==> config.mk <==
export PLATFORM = sky130hd
export DESIGN_NAME = banked_irq_controller_resolve
export DESIGN_NICKNAME = d
export VERILOG_FILES = /design/src/rtl/core/bic_pkg.sv /design/src/rtl/core/banked_irq_controller_resolve.sv /design/src/rtl/core/bic_enable.sv /design/src/rtl/core/bic_pick.sv
export SDC_FILE = /design/constraint.sdc
export NUM_CORES = 1
export LEC_CHECK = 0
export BUFFER_PORTS_ARGS = -buffer_cell sky130_fd_sc_hd__buf_2
export CAP_MARGIN = 10
export CORE_AREA = 2 2 160 162
export CTS_CLUSTER_DIAMETER = 80
export DETAILED_ROUTE_END_ITERATION = 8
export DIE_AREA = 0 0 162 164
export HOLD_SLACK_MARGIN = 0.06
export PLACE_DENSITY = 0.59
export SYNTH_ARGS = -nofsm -noshare
export SYNTH_HDL_FRONTEND = slang
export SYNTH_SLANG_ARGS = --single-unit
==> constraint.sdc <==
create_clock -name clk -period 8.8 [get_ports clk]
set_input_delay 0.88 -clock clk [delete_from_list [all_inputs] [get_ports clk]]
set_output_delay 0.88 -clock clk [all_outputs]
set_load 0.01 [all_outputs]
==> src/rtl/core/bic_pkg.sv <==
// ----------------------------------------------------------------------------
// bic_pkg
// Shared types, constants and helper functions of the banked interrupt
// controller.
// ----------------------------------------------------------------------------
package bic_pkg;

  localparam int NUM_BASIC   = 8;
  localparam int NUM_BANK1   = 32;
  localparam int NUM_BANK2   = 32;
  localparam int NUM_SOURCES = NUM_BASIC + NUM_BANK1 + NUM_BANK2;

  localparam int FUNC_W = 2;
  localparam int IRQ_W  = 7;

  localparam logic [FUNC_W-1:0] FUNC_ENABLE  = 2'd0;
  localparam logic [FUNC_W-1:0] FUNC_DISABLE = 2'd1;
  localparam logic [FUNC_W-1:0] FUNC_RESOLVE = 2'd2;

  localparam logic STATUS_OK        = 1'b0;
  localparam logic STATUS_BAD_RANGE = 1'b1;

  localparam logic [IRQ_W-1:0] BANK1_BASE = IRQ_W'(NUM_BASIC);
  localparam logic [IRQ_W-1:0] BANK2_BASE = IRQ_W'(NUM_BASIC + NUM_BANK1);
  localparam logic [IRQ_W-1:0] SRC_LIMIT  = IRQ_W'(NUM_SOURCES);

  // Sources that have a shortcut bit in the pending word, lowest bit first.
  localparam int SHORT_COUNT = 11;
  localparam int SHORT_IDX_W = 4;
  localparam logic [IRQ_W-1:0] SHORT_SRC [SHORT_COUNT] = '{
    7'd15, 7'd17, 7'd18, 7'd26, 7'd27, 7'd61, 7'd62, 7'd63, 7'd64, 7'd65, 7'd70
  };

  typedef struct packed {
    logic [NUM_BASIC-1:0] basic;
    logic [NUM_BANK1-1:0] bank1;
    logic [NUM_BANK2-1:0] bank2;
  } mask_set_t;

  typedef struct packed {
    logic             en;
    logic             set;
    logic [IRQ_W-1:0] sel;
  } mask_upd_t;

  // Index of the lowest set bit; zero when no bit is set.
  function automatic logic [4:0] low_index(input logic [31:0] v);
    logic [4:0] idx;
    idx = '0;
    for (int i = 31; i >= 0; i--) begin
      if (v[i]) begin
        idx = 5'(i);
      end
    end
    return idx;
  endfunction

endpackage

==> src/rtl/core/banked_irq_controller_resolve.sv <==
// Each item is captured in the input register, then its result in the
// result register. Throughput: one item per cycle unless out_ready stalls;
// an input register and a result register form the two stages, and the
// enable masks update as an item leaves stage one.
// Reset clears the enable masks and both stage valid flags.
// ----------------------------------------------------------------------------
// banked_irq_controller_resolve
// Interrupt controller for 72 sources in three banks: enable, disable and
// resolve items, one result per item.
// ----------------------------------------------------------------------------
module banked_irq_controller_resolve (
  input  logic                      clk,
  input  logic                      rst_n,
  input  logic                      in_valid,
  output logic                      in_ready,
  input  logic [1:0]                in_func,
  input  logic [6:0]                in_irq_select,
  input  logic [7:0]                in_raw_basic,
  input  logic [31:0]               in_raw_bank1,
  input  logic [31:0]               in_raw_bank2,
  output logic                      out_valid,
  input  logic                      out_ready,
  output logic                      out_found,
  output logic [6:0]                out_irq_number,
  output logic                      out_status
);
  import bic_pkg::*;

  logic               s1_valid_r;
  logic [FUNC_W-1:0]  s1_func_r;
  logic [IRQ_W-1:0]   s1_sel_r;
  logic [7:0]         s1_raw_basic_r;
  logic [31:0]        s1_raw_bank1_r;
  logic [31:0]        s1_raw_bank2_r;

  logic               out_valid_r;
  logic               out_found_r;
  logic [IRQ_W-1:0]   out_irq_r;
  logic               out_status_r;

  logic               out_found_nxt;
  logic [IRQ_W-1:0]   out_irq_nxt;
  logic               out_status_nxt;

  logic               advance;
  logic               is_access;
  mask_upd_t          upd;
  mask_set_t          masks;
  logic               bad_range;
  logic               pick_found;
  logic [IRQ_W-1:0]   pick_irq;

  assign advance   = !out_valid_r || out_ready;
  assign in_ready  = !s1_valid_r || advance;
  assign is_access = (s1_func_r == FUNC_ENABLE) || (s1_func_r == FUNC_DISABLE);

  assign upd.en  = s1_valid_r && advance && is_access;
  assign upd.set = (s1_func_r == FUNC_ENABLE);
  assign upd.sel = s1_sel_r;

  bic_enable u_enable (
    .clk       (clk),
    .rst_n     (rst_n),
    .upd       (upd),
    .masks     (masks),
    .bad_range (bad_range)
  );

  bic_pick u_pick (
    .raw_basic  (s1_raw_basic_r),
    .raw_bank1  (s1_raw_bank1_r),
    .raw_bank2  (s1_raw_bank2_r),
    .masks      (masks),
    .found      (pick_found),
    .irq_number (pick_irq)
  );

  always_comb begin
    out_found_nxt  = 1'b0;
    out_irq_nxt    = '0;
    out_status_nxt = STATUS_OK;
    if (s1_func_r == FUNC_RESOLVE) begin
      out_found_nxt = pick_found;
      out_irq_nxt   = pick_irq;
    end else if (is_access && bad_range) begin
      out_status_nxt = STATUS_BAD_RANGE;
    end
  end

  always_ff @(posedge clk) begin
    if (!rst_n) begin
      s1_valid_r  <= 1'b0;
      out_valid_r <= 1'b0;
    end else begin
      if (in_ready) begin
        s1_valid_r <= in_valid;
      end
      if (advance) begin
        out_valid_r <= s1_valid_r;
      end
    end
  end

  always_ff @(posedge clk) begin
    if (in_valid && in_ready) begin
      s1_func_r      <= in_func;
      s1_sel_r       <= in_irq_select;
      s1_raw_basic_r <= in_raw_basic;
      s1_raw_bank1_r <= in_raw_bank1;
      s1_raw_bank2_r <= in_raw_bank2;
    end
    if (advance && s1_valid_r) begin
      out_found_r  <= out_found_nxt;
      out_irq_r    <= out_irq_nxt;
      out_status_r <= out_status_nxt;
    end
  end

  assign out_valid      = out_valid_r;
  assign out_found      = out_found_r;
  assign out_irq_number = out_irq_r;
  assign out_status     = out_status_r;

  a_found_in_range: assert property (@(posedge clk) disable iff (!rst_n)
    out_valid && out_found |-> out_irq_number < SRC_LIMIT)
    else $error("Chosen source number is out of range.");

  a_none_is_zero: assert property (@(posedge clk) disable iff (!rst_n)
    out_valid && !out_found |-> out_irq_number == '0)
    else $error("Source number is nonzero although nothing was found.");

  a_status_excl: assert property (@(posedge clk) disable iff (!rst_n)
    out_valid |-> !(out_found && out_status))
    else $error("A result reports both a found source and a range error.");

  a_stage_hold: assert property (@(posedge clk) disable iff (!rst_n)
    s1_valid_r && !advance |=> s1_valid_r && $stable(s1_func_r) && $stable(s1_sel_r))
    else $error("Stage one lost its item while the result stage was stalled.");

endmodule

==> src/rtl/core/bic_enable.sv <==
// ----------------------------------------------------------------------------
// bic_enable
// Enable masks of the three source banks, with set and clear by source
// number and the out-of-range check.
// ----------------------------------------------------------------------------
module bic_enable (
  input  logic                      clk,
  input  logic                      rst_n,
  input  bic_pkg::mask_upd_t        upd,
  output bic_pkg::mask_set_t        masks,
  output logic                      bad_range
);
  import bic_pkg::*;

  mask_set_t           masks_r;
  mask_set_t           masks_nxt;
  logic [IRQ_W-1:0]    off1;
  logic [IRQ_W-1:0]    off2;

  assign bad_range = (upd.sel >= SRC_LIMIT);
  assign off1      = upd.sel - BANK1_BASE;
  assign off2      = upd.sel - BANK2_BASE;

  always_comb begin
    masks_nxt = masks_r;
    if (upd.en && !bad_range) begin
      if (upd.sel < BANK1_BASE) begin
        masks_nxt.basic[upd.sel[2:0]] = upd.set;
      end else if (upd.sel < BANK2_BASE) begin
        masks_nxt.bank1[off1[4:0]] = upd.set;
      end else begin
        masks_nxt.bank2[off2[4:0]] = upd.set;
      end
    end
  end

  always_ff @(posedge clk) begin
    if (!rst_n) begin
      masks_r <= '0;
    end else begin
      masks_r <= masks_nxt;
    end
  end

  assign masks = masks_r;

endmodule

==> src/rtl/core/bic_pick.sv <==
// ----------------------------------------------------------------------------
// bic_pick
// Masks the raw source lines and picks one source: basic bank first, then
// shortcut sources, then bank one, then bank two.
// ----------------------------------------------------------------------------
module bic_pick (
  input  logic [7:0]                raw_basic,
  input  logic [31:0]               raw_bank1,
  input  logic [31:0]               raw_bank2,
  input  bic_pkg::mask_set_t        masks,
  output logic                      found,
  output logic [bic_pkg::IRQ_W-1:0] irq_number
);
  import bic_pkg::*;

  logic [NUM_BASIC-1:0]   mb;
  logic [NUM_BANK1-1:0]   m1;
  logic [NUM_BANK2-1:0]   m2;
  logic [NUM_SOURCES-1:0] lines;
  logic [SHORT_COUNT-1:0] short_hit;
  logic [4:0]             short_low;
  logic [4:0]             basic_low;
  logic [4:0]             bank1_low;
  logic [4:0]             bank2_low;

  assign mb    = raw_basic & masks.basic;
  assign m1    = raw_bank1 & masks.bank1;
  assign m2    = raw_bank2 & masks.bank2;
  assign lines = {m2, m1, mb};

  always_comb begin
    for (int k = 0; k < SHORT_COUNT; k++) begin
      short_hit[k] = lines[SHORT_SRC[k]];
    end
  end

  assign basic_low = low_index(32'(mb));
  assign short_low = low_index(32'(short_hit));
  assign bank1_low = low_index(m1);
  assign bank2_low = low_index(m2);

  always_comb begin
    found      = 1'b1;
    irq_number = '0;
    if (mb != '0) begin
      irq_number = IRQ_W'(basic_low[2:0]);
    end else if (short_hit != '0) begin
      irq_number = SHORT_SRC[short_low[SHORT_IDX_W-1:0]];
    end else if (m1 != '0) begin
      irq_number = BANK1_BASE + IRQ_W'(bank1_low);
    end else if (m2 != '0) begin
      irq_number = BANK2_BASE + IRQ_W'(bank2_low);
    end else begin
      found = 1'b0;
    end
  end

endmodule
==> results.toml <==
[synthesis]
ys_seq_elements = 164
synthCells = 725
synthesis.nets = 817
netlist-cell-type-count = 65
yosysWarningCount = 0
synth_area_um2 = 7370
ys_seq_area_share_pct = 56.8
synth_flop_cell = "sky130_fd_sc_hd__edfxtp_1"
asyncSetResetFlopFracSynth_pct = 0
syn-mean-instance-area_um2 = 10.2
synth_enable_flop_cells = 90

[drt]
vias_per_cell = 5.27
detailedRoute.firstIterationViolations = 600
remaining_drc_errors = 0
route.detailed.wl_per_inst_um = 18.6
detailroute.via_count = 6112
wirelength_mm = 21.5
drtPass1Iterations = 5
ant_nets = 0

[setup_path]
cp_cell_sequence = "a22o_1, o221ai_1, nand2_1, a22oi_1, a21oi_1, a21o_1, ha_1, or2_2, o21ai_0, a211oi_1, a311oi_1"
largest_stage_delay_on_the_critical_path_ns = 0.45
timing.setup.critical_path_class = "reg2reg"
reg2regPathDepth = 11
setup.reg_to_reg.worst_slack_ns = 5.88
worst_ep_arrival_time_ns = 3.14
timing.rr.start = "s1_raw_bank2_r[22]"
reg2reg_to = "out_irq_number[2]"
required_ns = 9.01
critical_path.slowest_cell = "sky130_fd_sc_hd__edfxtp_1"
critPathLaunchType = "register"
kind_of_end_point_of_the_critical_path = "register"
biggest_fanout_along_the_worst_timing_path = 4

[cells_and_area]
nNetsFinal = 908
area_growth_from_synthesis_to_layout_pct = 19.4
layout-drive-gt1-share_pct = 18.5
sequential_area_um2 = 4180
diodes = 0
area_occupied_by_multi_input_gates_um2 = 3090
num-fill-cells = 2530

[clocking]
cts.repair_timing.setup_buffer_count = 0
cts-htree-levels = 4
clk_path_buf_depth = 2
cts_buffers = 17
cts-hold-fix-buffers = 0
clkSlewWorstSetupHoldPaths_ns = 0.07
post_cts.resized_instances = 0
clock_sink_count = 164
cts_tree = "built"
cts_root_buffer = "sky130_fd_sc_hd__clkbuf_16"
worst_skew_pair.late_latency_ns = 0.44

[die]
top_level_ports = 96
floorplan.die_area_um2 = 26600
floorplan.rows = 58
design.core.area_um2 = 24800
initial_utilization_pct = 29.7
die_height_um = 164
fp.dieW_um = 162

[pwr]
powerDensity_nw_per_um2 = 196
totalPowerFinal_mw = 1.73
static-leakage-power_nw = 3.10
max_rail_drop_vdd_v = 0.000109

[sta]
rsz_0062_raised_after_global_routing = "no"
finClkSkew_ns = 0.0103
finalSetupViolCount = 0
max_clock_freq_ghz = 0.342
finalMaxSlewViolations = 0
post-route-period-util_pct = 33.2
maxSlewHeadroom_pct = 20.5
max_slew.worst_pin.slew_ns = 1.19
totalNegativeSetupSlack_ns = 0
finalWorstPathRequiredPeriod_ns = 2.92
timing.final.hold_violations = 0

[global_routing]
grt_pass1_wl_mm = 32.1
groute.layer.met2.usage_pct = 24.9
gr-usage-all-layers_pct = 16.1
number_of_global_route_vias_before_repair = 5522
met1_grt_util_pct = 22.5
globalRouteOverflowTotal = 0
grt_use_met3_pct = 3.59
grt_max_degree = 82
grt.busiest_layer = "met2"
grt_antenna_before_repair = 0

[place]
replace_congestion = 0.919
io_buffer_count = 95
hpwlAfterDp_mm = 15.0

[job]
timing.max_cap.violations = 0

[hold_path]
worstHoldPathCells = 2
whs_endpoint = "u_enable.masks[70]"
hold_class = "reg2reg"
worst_hold_startpoint = "u_enable.masks[70]"

[run_status]
run_status = "finished, final reports clean"
## power by group
part | internal, mW | leakage (nW) | total, mW | switching (mW)
Combinational | 0.0265 | 1.35 | 0.0741 | 0.0476
Sequential | 0.837 | 1.47 | 0.860 | 0.0235
Clock | 0.476 | 0.291 | 0.792 | 0.316
## stage by stage
step           cells  hold slack (ns)  instance area (um^2)  setup WS [ns]  util (%)
2_1_floorplan    725            0.444                  7370           5.36         -
3_3_place_gp    1127            0.457                  8180           5.91      33.0
3_5_place_dp    1127            0.471                  8180           5.91      33.0
4_1_cts         1159            0.480                  8800           5.89      35.4
5_1_grt         1159            0.496                  8800           5.71      35.4
6_report        1159            0.471                  8800           5.88      35.4
## cell usage in the layout (no fill, tap or decap), types with 4 or more instances in the layout
| cell type | n |
|---|---|
| sky130_fd_sc_hd__or2_2 | 5 |
| sky130_fd_sc_hd__a21oi_1 | 79 |
| sky130_fd_sc_hd__nand2b_1 | 6 |
| sky130_fd_sc_hd__nor3_1 | 7 |
| sky130_fd_sc_hd__a211oi_1 | 7 |
| sky130_fd_sc_hd__nor2b_1 | 6 |
| sky130_fd_sc_hd__inv_1 | 6 |
| sky130_fd_sc_hd__nand4_1 | 9 |
| sky130_fd_sc_hd__clkbuf_16 | 17 |
| sky130_fd_sc_hd__a32oi_1 | 6 |
| sky130_fd_sc_hd__dfxtp_1 | 74 |
| sky130_fd_sc_hd__a21boi_0 | 10 |
| sky130_fd_sc_hd__nor2_1 | 87 |
| sky130_fd_sc_hd__o21ai_1 | 9 |
| sky130_fd_sc_hd__a31oi_1 | 8 |
| sky130_fd_sc_hd__a22oi_1 | 27 |
| sky130_fd_sc_hd__o21ai_0 | 63 |
| sky130_fd_sc_hd__nand3_1 | 20 |
| sky130_fd_sc_hd__buf_2 | 95 |
| sky130_fd_sc_hd__and2_1 | 4 |
| sky130_fd_sc_hd__ha_1 | 7 |
| sky130_fd_sc_hd__a22oi_2 | 10 |
| sky130_fd_sc_hd__edfxtp_1 | 90 |
| sky130_fd_sc_hd__a32o_1 | 4 |
| sky130_fd_sc_hd__and3_1 | 4 |
| sky130_fd_sc_hd__o211ai_1 | 4 |
| sky130_fd_sc_hd__a22o_1 | 15 |
| sky130_fd_sc_hd__bufinv_16 | 4 |
| sky130_fd_sc_hd__nand2_1 | 80 |
## state kept, by name, indices dropped and copies added, names as in the netlist, 2 cells and up
name,flops
out_irq_number,7
s1_func_r,2
s1_raw_bank1_r,32
s1_raw_bank2_r,32
s1_raw_basic_r,8
s1_sel_r,7
u_enable.masks,72
## critical path: cells and delay by family (launching register included)
kind                       cells  cell delay, ns
DFF                            1            0.45
adders and majority gates      1            0.20
and+or+nand+nor                2            0.43
AOI/OAI and AO/OA              8            1.62
## cell type report
type                    count  share of cell area (%)
multi-input cells         532                    35.1
well taps                 330                    4.69
flip-flops and latches    164                    47.6
repair buffers             95                    5.41
clock buffers              20                    4.96
clock inverters            12                    2.03
inverters                   6                   0.256
## worst max-delay path by stage
stage / startpoint / endpoint / slack, ns / cells past startpoint
finish: s1_raw_bank2_r[22] / out_irq_number[2] / 5.88 / 11
global route: s1_raw_bank2_r[22] / out_irq_number[2] / 5.71 / 11
CTS: s1_raw_bank2_r[22] / out_irq_number[2] / 5.89 / 11
detailed placement: s1_raw_bank2_r[22] / out_irq_number[2] / 5.91 / 11
global placement: s1_raw_bank2_r[22] / out_irq_number[2] / 5.91 / 11
floorplan: out_ready / s1_func_r[0] / 5.36 / 3
## metal layers
metal	routed length, um	share of wire (%)	vias up
met5	0	0	-
met2	9860	46	211
met4	331	1.5	0
met1	9980	46	2933
li1	-	-	2940
met3	1360	6.3	28
## logic make-up after synthesis
logic type | Yosys count | share of synthesized area (%)
buffers and inverters | 29 | 1.60
AND/OR/NAND/NOR | 257 | 16.7
XOR/XNOR | 1 | 0.119
AO/OA/AOI/OAI | 267 | 23.7
adder cells (fa/ha/maj) | 7 | 1.19
flip-flops | 164 | 56.8
## synthesized netlist by cell type, types with 2 or more instances
library cell / instances / area, um^2
sky130_fd_sc_hd__a21oi_1: 79 / 395
sky130_fd_sc_hd__nand3_1: 20 / 100
sky130_fd_sc_hd__o211ai_1: 4 / 30.0
sky130_fd_sc_hd__nand3b_1: 2 / 15.0
sky130_fd_sc_hd__o21ai_1: 9 / 45.0
sky130_fd_sc_hd__a211oi_1: 7 / 52.6
sky130_fd_sc_hd__a21boi_0: 10 / 75.1
sky130_fd_sc_hd__nor3_1: 8 / 40.0
sky130_fd_sc_hd__ha_1: 7 / 87.6
sky130_fd_sc_hd__or3_1: 3 / 18.8
sky130_fd_sc_hd__clkbuf_1: 17 / 63.8
sky130_fd_sc_hd__and3b_1: 2 / 17.5
sky130_fd_sc_hd__buf_1: 4 / 15.0
sky130_fd_sc_hd__edfxtp_1: 90 / 2700
sky130_fd_sc_hd__or2_2: 5 / 31.3
sky130_fd_sc_hd__o21a_1: 2 / 15.0
sky130_fd_sc_hd__a22o_1: 15 / 131
sky130_fd_sc_hd__a22oi_2: 10 / 125
sky130_fd_sc_hd__a211o_1: 2 / 17.5
sky130_fd_sc_hd__nand2_1: 80 / 300
sky130_fd_sc_hd__inv_1: 6 / 22.5
sky130_fd_sc_hd__dfxtp_1: 74 / 1480
sky130_fd_sc_hd__nand2b_1: 6 / 37.5
sky130_fd_sc_hd__a22oi_1: 27 / 203
sky130_fd_sc_hd__and2_1: 5 / 31.3
sky130_fd_sc_hd__a311oi_1: 2 / 17.5
sky130_fd_sc_hd__and2_0: 2 / 12.5
sky130_fd_sc_hd__o21ai_0: 63 / 315
sky130_fd_sc_hd__nor3b_1: 4 / 30.0
sky130_fd_sc_hd__nand4b_1: 2 / 17.5
sky130_fd_sc_hd__o221ai_1: 2 / 17.5
sky130_fd_sc_hd__nand4_1: 9 / 56.3
sky130_fd_sc_hd__or3b_2: 2 / 17.5
sky130_fd_sc_hd__nor2_1: 87 / 327
sky130_fd_sc_hd__and3_1: 4 / 25.0
sky130_fd_sc_hd__o2111ai_1: 3 / 26.3
sky130_fd_sc_hd__o31ai_1: 2 / 15.0
sky130_fd_sc_hd__a32o_1: 4 / 40.0
sky130_fd_sc_hd__a31oi_1: 8 / 50.1
sky130_fd_sc_hd__a32oi_1: 6 / 52.6
sky130_fd_sc_hd__a222oi_1: 2 / 20.0
sky130_fd_sc_hd__nor2b_1: 6 / 37.5
No activity file was read; power rests on OpenSTA's default activity.
